## src/rtl/u8d_pkg.sv

```systemverilog
`timescale 1ns / 1ps
// Shared types and constants of the UTF-8 byte stream decoder.
// No dependencies; every other file refers to it by scoped names.
package u8d_pkg;

  localparam int unsigned BYTE_W      = 8;
  localparam int unsigned CP_W        = 21;
  localparam int unsigned REM_W       = 2;
  localparam int unsigned CONT_BITS   = 6;
  localparam int unsigned LEAD2_BITS  = 5;
  localparam int unsigned LEAD3_BITS  = 4;
  localparam int unsigned LEAD4_BITS  = 3;
  localparam int unsigned ASCII_BITS  = 7;
  localparam int unsigned QUEUE_DEPTH = 2;

  localparam logic [2:0] LEAD2_TAG = 3'b110;
  localparam logic [3:0] LEAD3_TAG = 4'b1110;
  localparam logic [4:0] LEAD4_TAG = 5'b11110;

  typedef enum logic [2:0] {
    KIND_ASCII,
    KIND_LEAD2,
    KIND_LEAD3,
    KIND_LEAD4,
    KIND_OTHER
  } kind_e;

  typedef struct packed {
    kind_e              kind;
    logic [BYTE_W-1:0]  data;
    logic               last;
  } item_t;

endpackage

```

## src/rtl/u8d_in_if.sv

```systemverilog
`timescale 1ns / 1ps
// Input byte channel: valid/ready handshake with one byte and an end-of-string flag.
// Depends on u8d_pkg for field widths.
interface u8d_in_if;
  logic                         valid;
  logic                         ready;
  logic [u8d_pkg::BYTE_W-1:0]   byte_in;
  logic                         string_end;

  modport source (output valid, output byte_in, output string_end, input ready);
  modport sink   (input valid, input byte_in, input string_end, output ready);
endinterface

```

## src/rtl/u8d_out_if.sv

```systemverilog
`timescale 1ns / 1ps
// Output code point channel: valid/ready handshake with a 21-bit code point.
// Depends on u8d_pkg for field widths.
interface u8d_out_if;
  logic                       valid;
  logic                       ready;
  logic [u8d_pkg::CP_W-1:0]   code_point;
  logic                       from_final_byte;

  modport source (output valid, output code_point, output from_final_byte, input ready);
  modport sink   (input valid, input code_point, input from_final_byte, output ready);
endinterface

```

## src/rtl/u8d_front.sv

```systemverilog
`timescale 1ns / 1ps
// Front end: accept input bytes and tag each as ASCII, lead byte or other.
// Depends on u8d_pkg and u8d_in_if.
module u8d_front (
  u8d_in_if.sink          in_i,
  output logic            push_valid_o,
  output u8d_pkg::item_t  push_item_o,
  input  logic            push_ready_i
);

  u8d_pkg::kind_e kind;

  always_comb begin
    if (in_i.byte_in[7] == 1'b0) begin
      kind = u8d_pkg::KIND_ASCII;
    end else if (in_i.byte_in[7:5] == u8d_pkg::LEAD2_TAG) begin
      kind = u8d_pkg::KIND_LEAD2;
    end else if (in_i.byte_in[7:4] == u8d_pkg::LEAD3_TAG) begin
      kind = u8d_pkg::KIND_LEAD3;
    end else if (in_i.byte_in[7:3] == u8d_pkg::LEAD4_TAG) begin
      kind = u8d_pkg::KIND_LEAD4;
    end else begin
      kind = u8d_pkg::KIND_OTHER;
    end
  end

  assign in_i.ready        = push_ready_i;
  assign push_valid_o      = in_i.valid;
  assign push_item_o.kind  = kind;
  assign push_item_o.data  = in_i.byte_in;
  assign push_item_o.last  = in_i.string_end;

endmodule

```

## src/rtl/u8d_queue.sv

```systemverilog
`timescale 1ns / 1ps
// Small FIFO of tagged items between front and back end.
// Depends on u8d_pkg. Depth must be at least 2.
module u8d_queue #(
  parameter int unsigned Depth = u8d_pkg::QUEUE_DEPTH
) (
  input  logic            clk_i,
  input  logic            rst_ni,
  input  logic            push_valid_i,
  input  u8d_pkg::item_t  push_item_i,
  output logic            push_ready_o,
  output logic            pop_valid_o,
  output u8d_pkg::item_t  pop_item_o,
  input  logic            pop_ready_i
);

  localparam int unsigned PtrW = $clog2(Depth);
  localparam int unsigned CntW = $clog2(Depth + 1);

  u8d_pkg::item_t  mem_q [Depth];
  logic [PtrW-1:0] wr_ptr_q, wr_ptr_d;
  logic [PtrW-1:0] rd_ptr_q, rd_ptr_d;
  logic [CntW-1:0] count_q, count_d;
  logic            push, pop;

  assign push_ready_o = count_q != CntW'(Depth);
  assign pop_valid_o  = count_q != '0;
  assign pop_item_o   = mem_q[rd_ptr_q];
  assign push         = push_valid_i && push_ready_o;
  assign pop          = pop_valid_o && pop_ready_i;

  always_comb begin
    wr_ptr_d = wr_ptr_q;
    rd_ptr_d = rd_ptr_q;
    count_d  = count_q;
    if (push) begin
      wr_ptr_d = (wr_ptr_q == PtrW'(Depth - 1)) ? '0 : wr_ptr_q + PtrW'(1);
    end
    if (pop) begin
      rd_ptr_d = (rd_ptr_q == PtrW'(Depth - 1)) ? '0 : rd_ptr_q + PtrW'(1);
    end
    if (push && !pop) begin
      count_d = count_q + CntW'(1);
    end else if (pop && !push) begin
      count_d = count_q - CntW'(1);
    end
  end

  always_ff @(posedge clk_i or negedge rst_ni) begin
    if (!rst_ni) begin
      wr_ptr_q <= '0;
      rd_ptr_q <= '0;
      count_q  <= '0;
    end else begin
      wr_ptr_q <= wr_ptr_d;
      rd_ptr_q <= rd_ptr_d;
      count_q  <= count_d;
    end
  end

  always_ff @(posedge clk_i) begin
    if (push) begin
      mem_q[wr_ptr_q] <= push_item_i;
    end
  end

endmodule

```

## src/rtl/u8d_back.sv

```systemverilog
`timescale 1ns / 1ps
// Back end: sequence state, code point assembly and the output register.
// Depends on u8d_pkg and u8d_out_if.
module u8d_back (
  input  logic            clk_i,
  input  logic            rst_ni,
  input  logic            pop_valid_i,
  input  u8d_pkg::item_t  pop_item_i,
  output logic            pop_ready_o,
  u8d_out_if.source       out_o
);

  logic [u8d_pkg::REM_W-1:0] rem_q, rem_d;
  logic [u8d_pkg::CP_W-1:0]  pv_q, pv_d;
  logic [u8d_pkg::CP_W-1:0]  acc;
  logic [u8d_pkg::CP_W-1:0]  cp_q, cp_d;
  logic                      last_q;
  logic                      out_valid_q, out_valid_d;
  logic                      pop, emit;

  assign pop_ready_o = !out_valid_q || out_o.ready;
  assign pop         = pop_valid_i && pop_ready_o;
  assign acc         = {pv_q[u8d_pkg::CP_W-u8d_pkg::CONT_BITS-1:0],
                        pop_item_i.data[u8d_pkg::CONT_BITS-1:0]};

  always_comb begin
    rem_d = rem_q;
    pv_d  = pv_q;
    emit  = 1'b0;
    cp_d  = cp_q;
    if (pop) begin
      if (rem_q != '0) begin
        rem_d = rem_q - u8d_pkg::REM_W'(1);
        if (rem_q == u8d_pkg::REM_W'(1)) begin
          emit = 1'b1;
          cp_d = acc;
          pv_d = '0;
        end else begin
          pv_d = acc;
        end
      end else begin
        case (pop_item_i.kind)
          u8d_pkg::KIND_ASCII: begin
            emit = 1'b1;
            cp_d = u8d_pkg::CP_W'(pop_item_i.data[u8d_pkg::ASCII_BITS-1:0]);
          end
          u8d_pkg::KIND_LEAD2: begin
            pv_d  = u8d_pkg::CP_W'(pop_item_i.data[u8d_pkg::LEAD2_BITS-1:0]);
            rem_d = u8d_pkg::REM_W'(1);
          end
          u8d_pkg::KIND_LEAD3: begin
            pv_d  = u8d_pkg::CP_W'(pop_item_i.data[u8d_pkg::LEAD3_BITS-1:0]);
            rem_d = u8d_pkg::REM_W'(2);
          end
          u8d_pkg::KIND_LEAD4: begin
            pv_d  = u8d_pkg::CP_W'(pop_item_i.data[u8d_pkg::LEAD4_BITS-1:0]);
            rem_d = u8d_pkg::REM_W'(3);
          end
          default: begin
          end
        endcase
      end
      // drop an unfinished sequence at end of string
      if (pop_item_i.last && rem_d != '0) begin
        rem_d = '0;
        pv_d  = '0;
      end
    end
    if (emit) begin
      out_valid_d = 1'b1;
    end else if (out_o.ready) begin
      out_valid_d = 1'b0;
    end else begin
      out_valid_d = out_valid_q;
    end
  end

  always_ff @(posedge clk_i or negedge rst_ni) begin
    if (!rst_ni) begin
      rem_q       <= '0;
      pv_q        <= '0;
      out_valid_q <= 1'b0;
    end else begin
      rem_q       <= rem_d;
      pv_q        <= pv_d;
      out_valid_q <= out_valid_d;
    end
  end

  always_ff @(posedge clk_i) begin
    if (emit) begin
      cp_q   <= cp_d;
      last_q <= pop_item_i.last;
    end
  end

  assign out_o.valid           = out_valid_q;
  assign out_o.code_point      = cp_q;
  assign out_o.from_final_byte = last_q;

endmodule

```

## src/rtl/utf8_byte_stream_decoder.sv

```systemverilog
`timescale 1ns / 1ps
// UTF-8 byte stream decoder: bytes in, 21-bit code points out.
// Throughput: one byte per cycle, sustained, with the output ready.
// The final byte of a sequence is written into the item queue; the back end pops it and
// loads the code point into the output register, which drives the output valid.
// Reset: asynchronous, active low; clears sequence state, queue and output valid.
module utf8_byte_stream_decoder #(
  parameter int unsigned QueueDepth = u8d_pkg::QUEUE_DEPTH
) (
  input  logic       clk_i,
  input  logic       rst_ni,
  u8d_in_if.sink     in_i,
  u8d_out_if.source  out_o
);

  logic           push_valid, push_ready;
  logic           pop_valid, pop_ready;
  u8d_pkg::item_t push_item, pop_item;

  u8d_front u_front (
    .in_i         (in_i),
    .push_valid_o (push_valid),
    .push_item_o  (push_item),
    .push_ready_i (push_ready)
  );

  u8d_queue #(
    .Depth (QueueDepth)
  ) u_queue (
    .clk_i        (clk_i),
    .rst_ni       (rst_ni),
    .push_valid_i (push_valid),
    .push_item_i  (push_item),
    .push_ready_o (push_ready),
    .pop_valid_o  (pop_valid),
    .pop_item_o   (pop_item),
    .pop_ready_i  (pop_ready)
  );

  u8d_back u_back (
    .clk_i       (clk_i),
    .rst_ni      (rst_ni),
    .pop_valid_i (pop_valid),
    .pop_item_i  (pop_item),
    .pop_ready_o (pop_ready),
    .out_o       (out_o)
  );

endmodule
```

## src/flat_wrapper.sv

```systemverilog
// flat-port wrapper written by rule: the top's interface ports become plain ports
module utf8_byte_stream_decoder_flat 
#(
  parameter int unsigned QueueDepth = u8d_pkg::QUEUE_DEPTH
)
  (clk_i, rst_ni, in_i_valid, in_i_byte_in, in_i_string_end, in_i_ready, out_o_valid, out_o_code_point, out_o_from_final_byte, out_o_ready);
  u8d_in_if in_i_i ();
  u8d_out_if out_o_i ();
  input  logic clk_i;
  input  logic rst_ni;
  input wire logic [$bits(in_i_i.valid)-1:0] in_i_valid;
  input wire logic [$bits(in_i_i.byte_in)-1:0] in_i_byte_in;
  input wire logic [$bits(in_i_i.string_end)-1:0] in_i_string_end;
  output wire logic [$bits(in_i_i.ready)-1:0] in_i_ready;
  output wire logic [$bits(out_o_i.valid)-1:0] out_o_valid;
  output wire logic [$bits(out_o_i.code_point)-1:0] out_o_code_point;
  output wire logic [$bits(out_o_i.from_final_byte)-1:0] out_o_from_final_byte;
  input wire logic [$bits(out_o_i.ready)-1:0] out_o_ready;
  assign in_i_i.valid = in_i_valid;
  assign in_i_i.byte_in = in_i_byte_in;
  assign in_i_i.string_end = in_i_string_end;
  assign in_i_ready = in_i_i.ready;
  assign out_o_valid = out_o_i.valid;
  assign out_o_code_point = out_o_i.code_point;
  assign out_o_from_final_byte = out_o_i.from_final_byte;
  assign out_o_i.ready = out_o_ready;
  utf8_byte_stream_decoder #(.QueueDepth(QueueDepth)) u_core (.clk_i(clk_i), .rst_ni(rst_ni), .in_i(in_i_i), .out_o(out_o_i));
endmodule
```

## config.mk

```make
export PLATFORM = sky130hd
export DESIGN_NAME = utf8_byte_stream_decoder_flat
export DESIGN_NICKNAME = d
export VERILOG_FILES = /design/src/rtl/u8d_pkg.sv /design/src/rtl/u8d_in_if.sv /design/src/rtl/u8d_out_if.sv /design/src/rtl/u8d_front.sv /design/src/rtl/u8d_queue.sv /design/src/rtl/u8d_back.sv /design/src/rtl/utf8_byte_stream_decoder.sv /design/src/flat_wrapper.sv
export SDC_FILE = /design/constraint.sdc
export NUM_CORES = 1
export LEC_CHECK = 0
export BUFFER_PORTS_ARGS = -buffer_cell sky130_fd_sc_hd__buf_2
export CAP_MARGIN = 20
export CORE_ASPECT_RATIO = 1.25
export CORE_MARGIN = 5
export CORE_UTILIZATION = 50
export DETAILED_ROUTE_END_ITERATION = 6
export PLACE_DENSITY_LB_ADDON = 0.1
export REMOVE_ABC_BUFFERS = 1
export SLEW_MARGIN = 0
export SYNTH_ARGS = -nofsm -noshare
export SYNTH_HDL_FRONTEND = slang
export SYNTH_HIERARCHICAL = 1
export SYNTH_SLANG_ARGS = --single-unit
```

## constraint.sdc

```tcl
create_clock -name clk_i -period 4.9 [get_ports clk_i]
set_input_delay 1.47 -clock clk_i [delete_from_list [all_inputs] [get_ports clk_i]]
set_output_delay 1.47 -clock clk_i [all_outputs]
set_load 0.05 [all_outputs]
```

==> flow_summary.ini, run 1 <==
[routing]
drtPass1Iterations = 4
drc_errors = 0
vias_per_cell = 5.10
route.met3.wl_um = 214
top_layer_used = met4
ant_nets = 0
m1WireLength_mm = 1.95
drtIter0Drc = 92
dr_wl_met2_mm = 2.47
routedWlPerCell_um = 15.6
vias = 1544
wl_mm = 4.72

[worst_setup_path]
crit_type = register to primary output
crit_buf_inv = 1
cp_cell_sequence = nand2b_4, buf_2
crit_path_end_kind = primary output
max_stage_delay_ps = 420
worstPathRequired_ps = 3430
critPathMaxFanout = 4
crit_path_top_delay_cell = dfrtp_1
cpLargestDelayFamily = flip-flops
crit_arrival_ps = 1170
r2r_slack_ps = 2440
critPathLaunchType = register

[sta]
period_needed_ps = 2640
setup_viol = 0
worstMarginPinSlew_ps = 907
timing.final.crit_share = 0.538
slew_violations = 0
fmax_mhz = 379
hold_viol = 0
rsz0062_at_grt = no
hold_ws_ps = 506
relSlewSlack = 0.393
skew_ps = 11.5
setup-tns-final_ps = 0

[layout]
drive_gt1_frac = 0.272
seqCellArea_mm2 = 0.00187
nNetsFinal = 248
multi_input_area_um2 = 689
most-common-layout-cells = edfxtp_1, buf_2, dfrtp_1, inv_1, nor2_1
area_growth_pct = 12.0
layout_commonest_cell = edfxtp_1
antenna_cells = 0
fill_cells = 483

[place]
hpwl_mm = 3.09
gp_congestion = 0.751
port_buffers = 36

[clock_tree]
cts.sinks = 66
cts-root-buf = clkbuf_8
cts.clk_slew.worst_paths_ps = 60
clk_latency_ps = 330
postCtsSetupRepairBufs = 0
numCtsBuffers = 9
clockBufferDepth = 2
cts_tree = yes
cts_resized = 0
h-tree-depth = 3
hold_buffers = 0

[global_route]
grt_pass1_vias = 1663
antenna_found_initial = 0
grt_first_pass_wirelength_mm = 7.90
overflow = 0
grt_start_max_net_pins = 23
grtUsageTotal = 0.145

[floorplan]
num_rows = 30
die-area_mm2 = 0.00711
die_h_um = 93.1
coreArea_mm2 = 0.00541
die_x_um = 76.4
start_util = 0.510
boundaryPins = 37

[power]
powerDensity_mw_per_mm2 = 693
p_leak_nw = 1.24
peakVddDrop_mv = 0.315

[status]
status = finished clean

[hold_path]
hold_path.class = register to register

[synthesis]
syn_inst = 202
netlist_area_mm2 = 0.00276
ys_warn_count = 6
synth_area_per_cell_um2 = 13.7

[job]
drv_cap = 0
==> per-layer routing <==
layer | up-vias | GRT usage
met2 | 33 | 0.251
met1 | 746 | 0.158
met5 | - | 0
li1 | 756 | -
met4 | 0 | 0.0714
met3 | 9 | 0.0482
==> worst paths after layout <==
| path | startpoint | to | cells past startpoint |
|---|---|---|---|
| worst max-delay path | u_core/u_queue/count_q[0] | in_i_ready | 2 |
| worst min-delay path | u_core/u_queue/wr_ptr_q | u_core/u_queue/wr_ptr_q | 1 |
| worst max register to register | u_core/u_queue/rd_ptr_q | u_core/u_back/pv_q[3] | 4 |
| worst min register to register | u_core/u_queue/wr_ptr_q | u_core/u_queue/wr_ptr_q | 1 |
| max in group asynchronous | rst_ni | u_core/u_back/pv_q[9] | 1 |
| min in group asynchronous | rst_ni | u_core/u_back/pv_q[4] | 1 |
==> registers in the layout, indices dropped and copies added (netlist names) <==
signal                               flops
u_core/u_queue/count_q                   2
u_core/u_back/out_o.code_point          21
u_core/u_queue/wr_ptr_q                  1
u_core/u_queue/rd_ptr_q                  1
u_core/u_back/pv_q                      15
u_core/u_queue/mem_q                    22
u_core/u_back/out_o.from_final_byte      1
u_core/u_back/rem_q                      2
u_core/u_back/out_o.valid                1
==> worst reg2reg max path, cell delays in order, from the launching register on <==
cell	delay [ps]
dfrtp_1	660
mux2_2	440
o21ba_1	280
o311a_1	710
o32ai_1	210
==> where the power goes <==
part	leakage [nW]	internal [mW]	total [mW]	switching (mW)
Clock	0.0918	0.232	0.420	0.188
Combinational	0.440	0.267	0.845	0.578
Sequential	0.705	0.790	0.875	0.0849
==> metrics by stage <==
stage               instance area (um^2)   util  setup slack (ps)  cells  power, mW
floorplan                           2630      -              1150    185       1.52
global placement                    2900  0.537              1980    286       1.71
detailed placement                  2900  0.537              1950    286       1.73
CTS                                 3080  0.570              2240    302       2.16
global route                        3090  0.572              2180    303       2.26
finish                              3090  0.572              2260    303       2.14
==> layout make-up <==
type,count,area share
Clock buffer,12,0.0437
Tap cell,64,0.0259
Multi-Input combinational cell,99,0.223
Sequential cell,66,0.606
Clock inverter,4,0.0142
Timing Repair Buffer,38,0.0632
Inverter,20,0.0243
Power figures use the tool's default switching activity.
==> run 2: changes to the inputs <==
--- a/config.mk
+++ b/config.mk
@@ -5,6 +5,7 @@
 export SDC_FILE = /design/constraint.sdc
 export NUM_CORES = 1
 export LEC_CHECK = 0
+export ABC_AREA = 1
 export BUFFER_PORTS_ARGS = -buffer_cell sky130_fd_sc_hd__buf_2
 export CAP_MARGIN = 20
 export CORE_ASPECT_RATIO = 1.25
==> constraint.sdc (replaced) <==
create_clock -name clk_i -period 2.15 [get_ports clk_i]
set_input_delay 0.645 -clock clk_i [delete_from_list [all_inputs] [get_ports clk_i]]
set_output_delay 0.645 -clock clk_i [all_outputs]
set_load 0.05 [all_outputs]
==> run 2 against run 1 <==
Compared with the run above:
- core utilization rose by 0.11 points
- die area up 7.6%
- non-clock buffer count is 5 higher
- power increased to 2.6 times the previous value
- worst hold slack lost 230 ps
- synthesized area rose by 8.6%
- routed wire length down 0.68%
- first-iteration DRC count is 17% lower
- via count rose by 17%
- critical path depth increased by 1
- sequential share of layout area decreased by 4.4 points
==> flow_summary.ini, run 2 <==
[sta]
worstMarginPinSlew_ps = 516
setup-tns-final_ps = 0
period_needed_ps = 1780
setup_slack_ps = 365
skew_ps = 4.40
hold_ws_ps = 278
relSlewSlack = 0.656
rsz0062_at_grt = no
hold_viol = 0
setup_viol = 0
timing.final.crit_share = 0.830
slew_violations = 0
fmax_mhz = 560

[worst_setup_path]
crit_path_top_delay_cell = dfrtp_1
cpLargestDelayFamily = flip-flops
crit_path_end_kind = primary output
r2r_slack_ps = 420
timing.rr.end = u_core/u_back/out_o.code_point[19]
critPathMaxFanout = 3
crit_type = register to primary output
critPathLaunchType = register
cp_cell_sequence = inv_2, nand2_4, buf_2
crit_buf_inv = 2
r2r_start = u_core/u_queue/rd_ptr_q
crit_arrival_ps = 1140
max_stage_delay_ps = 400
ff2ff_path_depth = 7
worstPathRequired_ps = 1500

[layout]
largest-register = u_core/u_queue/mem_q
fill_cells = 505
area_growth_pct = 11.2
most-common-layout-cells = nand2_1, edfxtp_1, buf_2, inv_1
layout_commonest_cell = nand2_1
nNetsFinal = 320
final_core_util = 0.573
stdcell_area_mm2 = 0.00333
drive_gt1_frac = 0.286
largest_reg_flops = 22
layout.cells.non_filler = 377
antenna_cells = 0

[global_route]
grtUsageTotal = 0.139
grt_start_max_net_pins = 30
overflow = 0
grt_first_pass_wirelength_mm = 7.98
grt_pass1_vias = 1693
antenna_found_initial = 0

[routing]
vias = 1805
vias_per_cell = 4.79
drtPass1Iterations = 4
drc_errors = 0
routedWlPerCell_um = 12.4
wl_mm = 4.69
drtIter0Drc = 76
ant_nets = 0

[clock_tree]
cts-root-buf = clkbuf_8
cts_resized = 0
h-tree-depth = 3
cts.clk_slew.worst_paths_ps = 70
cts.sinks = 66
clockBufferDepth = 2
numCtsBuffers = 9
hold_buffers = 0
postCtsSetupRepairBufs = 0
clk_latency_ps = 330
cts_tree = yes

[place]
hpwl_mm = 3.23
placedCellCount = 361
gp_congestion = 0.745
port_buffers = 36
place_ws_ps = 384
place_area_mm2 = 0.00315

[floorplan]
die-area_mm2 = 0.00765
die_h_um = 96.6
num_rows = 31
die_x_um = 79.2
start_util = 0.515
coreArea_mm2 = 0.00582
boundaryPins = 37

[power]
p_switching_mw = 2.46
powerDensity_mw_per_mm2 = 1680
pwr-share-clk = 0.173
p_leak_nw = 1.47
intPower_mw = 3.13
p_comb_frac = 0.465
totalPowerFinal_mw = 5.59
p_seq_frac = 0.362
p_sw_frac = 0.441
peakVddDrop_mv = 0.712

[synthesis]
syn_inst = 272
ys_warn_count = 6
synth_area_per_cell_um2 = 11.0
netlist_area_mm2 = 0.00300

[job]
drv_cap = 0

[status]
status = finished clean

[hold_path]
hold_path.class = input pin to async pin
==> run 2: how the worst max path moves through the flow <==
stage,slack (ps),cells after the start,from,endpoint
finish,370,3,u_core/u_queue/count_q[0],in_i_ready
global route,230,11,u_core/u_queue/rd_ptr_q,u_core/u_back/pv_q[13]
CTS,350,2,u_core/u_queue/count_q[1],in_i_ready
detailed placement,380,7,u_core/u_queue/rd_ptr_q,u_core/u_back/out_o.code_point[2]
global placement,420,7,u_core/u_queue/rd_ptr_q,u_core/u_back/out_o.code_point[1]
floorplan,-850,6,u_core/u_queue/rd_ptr_q,u_core/u_back/out_o.code_point[0]
==> run 2: area by class of cell <==
cell class / count / area [um^2] / share of cell area
clock inverters: 7 / 60.1 / 0.0180
clock buffers: 9 / 124 / 0.0372
inverters: 40 / 150 / 0.0450
repair buffers: 43 / 258 / 0.0773
well taps: 66 / 82.6 / 0.0248
multi-input cells: 146 / 787 / 0.236
flip-flops and latches: 66 / 1870 / 0.562
==> run 2: layer usage <==
layer	routed length, um	share of wire	vias to the layer above	GRT usage
li1	-	-	942	-
met1	2030	0.43	816	0.166
met2	2360	0.50	37	0.232
met3	186	0.040	10	0.0288
met4	119	0.025	0	0.0817
met5	0	0	-	0
==> run 2: power groups by stage <==
stage	clock network [mW]	logic, mW	registers [mW]
after global routing	1.05	2.85	2.07
after detailed placement	0	2.62	2.05
final	0.964	2.60	2.03
after CTS	0.990	2.63	2.03
after floorplan	0	1.31	2.66
after global placement	0	2.60	2.05
==> run 3: changes to the inputs <==
==> constraint.sdc (replaced) <==
create_clock -name clk_i -period 1.6 [get_ports clk_i]
set_input_delay 0.48 -clock clk_i [delete_from_list [all_inputs] [get_ports clk_i]]
set_output_delay 0.48 -clock clk_i [all_outputs]
set_load 0.05 [all_outputs]
==> run 3 against run 2 <==
Compared with the run above:
- cell count increased by 2.9%
- sequential power rose by 34%
- core utilization increased by 2.4 points
- clock skew increased by 5.0 ps
- combinational power increased by 57%
- clock power grew 18%
- first-iteration DRC count rose by 2.6%
- via count increased by 2.7%
- critical endpoint unchanged
==> flow_summary.ini, run 3 (synthesis results as in run 2) <==
[routing]
drtIter0Drc = 78
ant_nets = 0
wl_mm = 5.00
dr_wl_met2_mm = 2.50
drtPass1Iterations = 4
vias_per_cell = 4.78
vias = 1854
route.met3.wl_um = 202
m1WireLength_mm = 2.16
top_layer_used = met4
routedWlPerCell_um = 12.9
drc_errors = 0

[layout]
most-common-layout-cells = nand2_1, edfxtp_1, buf_2, inv_1, nor2_1
stdcell_area_mm2 = 0.00347
layout_commonest_cell = nand2_1
antenna_cells = 0
area_growth_pct = 15.9
final_core_util = 0.597
fill_cells = 498
drive_gt1_frac = 0.323
largest_reg_flops = 22
nNetsFinal = 331
layout.cells.non_filler = 388
largest-register = u_core/u_queue/mem_q

[floorplan]
die_x_um = 79.2
start_util = 0.515
boundaryPins = 37
num_rows = 31
die-area_mm2 = 0.00765
die_h_um = 96.6
coreArea_mm2 = 0.00582

[sta]
period_needed_ps = 1550
fmax_mhz = 645
hold_viol = 0
rsz0062_at_grt = yes
relSlewSlack = 0.646
timing.final.crit_share = 0.969
setup_slack_ps = 49.8
skew_ps = 9.38
setup-tns-final_ps = 0
slew_violations = 0
worstMarginPinSlew_ps = 531
hold_ws_ps = 116
setup_viol = 0

[power]
p_leak_nw = 1.52
p_seq_frac = 0.342
p_switching_mw = 3.51
peakVddDrop_mv = 1.08
pwr-share-clk = 0.143
p_sw_frac = 0.442
p_comb_frac = 0.515
totalPowerFinal_mw = 7.94
powerDensity_mw_per_mm2 = 2290
intPower_mw = 4.43

[clock_tree]
cts.sinks = 66
cts_tree = yes
hold_buffers = 0
cts-root-buf = clkbuf_8
clk_latency_ps = 340
numCtsBuffers = 9
h-tree-depth = 3
cts.clk_slew.worst_paths_ps = 60
clockBufferDepth = 2

[global_route]
grt_first_pass_wirelength_mm = 8.04
antenna_found_initial = 0
grt_pass1_vias = 1757
grtUsageTotal = 0.142
grt_start_max_net_pins = 24
overflow = 0

[worst_setup_path]
crit_start = u_core/u_queue/count_q[0]
ff2ff_path_depth = 6
r2r_start = u_core/u_queue/count_q[1]
crit_path_end_kind = primary output
timing.rr.end = u_core/u_back/out_o.code_point[13]
worstPathRequired_ps = 1120
critPathLaunchType = register
crit_type = register to primary output
critPathMaxFanout = 3
r2r_slack_ps = 70
crit_arrival_ps = 1070

[job]
drv_cap = 0

[place]
hpwl_mm = 3.23
place_ws_ps = 14.3
port_buffers = 36
placedCellCount = 367
place_area_mm2 = 0.00319
gp_congestion = 0.766

[status]
status = finished clean

[hold_path]
hold_path.class = input pin to async pin
-- run 3: changes by cell type in the layout (fill, tap and decap cells not counted), sizes merged --
cell / before / now
buf: 43 / 52
clkbuf: 9 / 13
nand2: 59 / 60
clkinv: 5 / 3
bufinv: 1 / 0
-- run 3: power groups by stage --
| stage | registers, mW | logic, mW | clock network (mW) |
|---|---|---|---|
| 4_1_cts | 2.71 | 3.72 | 1.16 |
| 6_report | 2.72 | 4.09 | 1.14 |
| 5_1_grt | 2.77 | 4.45 | 1.24 |
| 3_3_place_gp | 2.74 | 3.65 | 0 |
| 2_1_floorplan | 3.57 | 1.76 | 0 |
| 3_5_place_dp | 2.74 | 3.66 | 0 |
-- run 3: final cells by class --
type | count | area, um^2 | share of cell area
clock buffers | 12 | 135 | 0.0389
clock inverters | 4 | 18.8 | 0.00541
well taps | 66 | 82.6 | 0.0238
inverters | 40 | 155 | 0.0447
flip-flops and latches | 66 | 1870 | 0.539
repair buffers | 53 | 380 | 0.110
multi-input cells | 147 | 827 | 0.238
-- run 3: critical path, stage by stage, from the launching register on --
cell and delay [ps]:
dfrtp_1 400, inv_2 110, nand2_4 70, buf_8 150
-- run 3: worst max-delay path by stage --
stage               cells past startpoint                                 end  slack [ps]
finish                                  3                          in_i_ready          50
global route                            6  u_core/u_back/out_o.code_point[19]          -6
CTS                                     7  u_core/u_back/out_o.code_point[13]           8
detailed placement                      7   u_core/u_back/out_o.code_point[8]          10
global placement                        7   u_core/u_back/out_o.code_point[7]          70
floorplan                               6   u_core/u_back/out_o.code_point[0]       -1400
-- run 3: repair_timing --
item | 4_1_cts | 5_1_grt
cloned | 0 | 2
setup endpoints to repair | 1 | 39
pin swaps | 0 | 1
resized for setup | 3 | 14
buffers inserted | 1 | 2
-- run 3: per-layer routing --
metal | GRT usage | vias up
met1 | 0.157 | 844
met5 | 0 | -
met3 | 0.0343 | 10
li1 | - | 968
met4 | 0.0989 | 0
met2 | 0.239 | 32
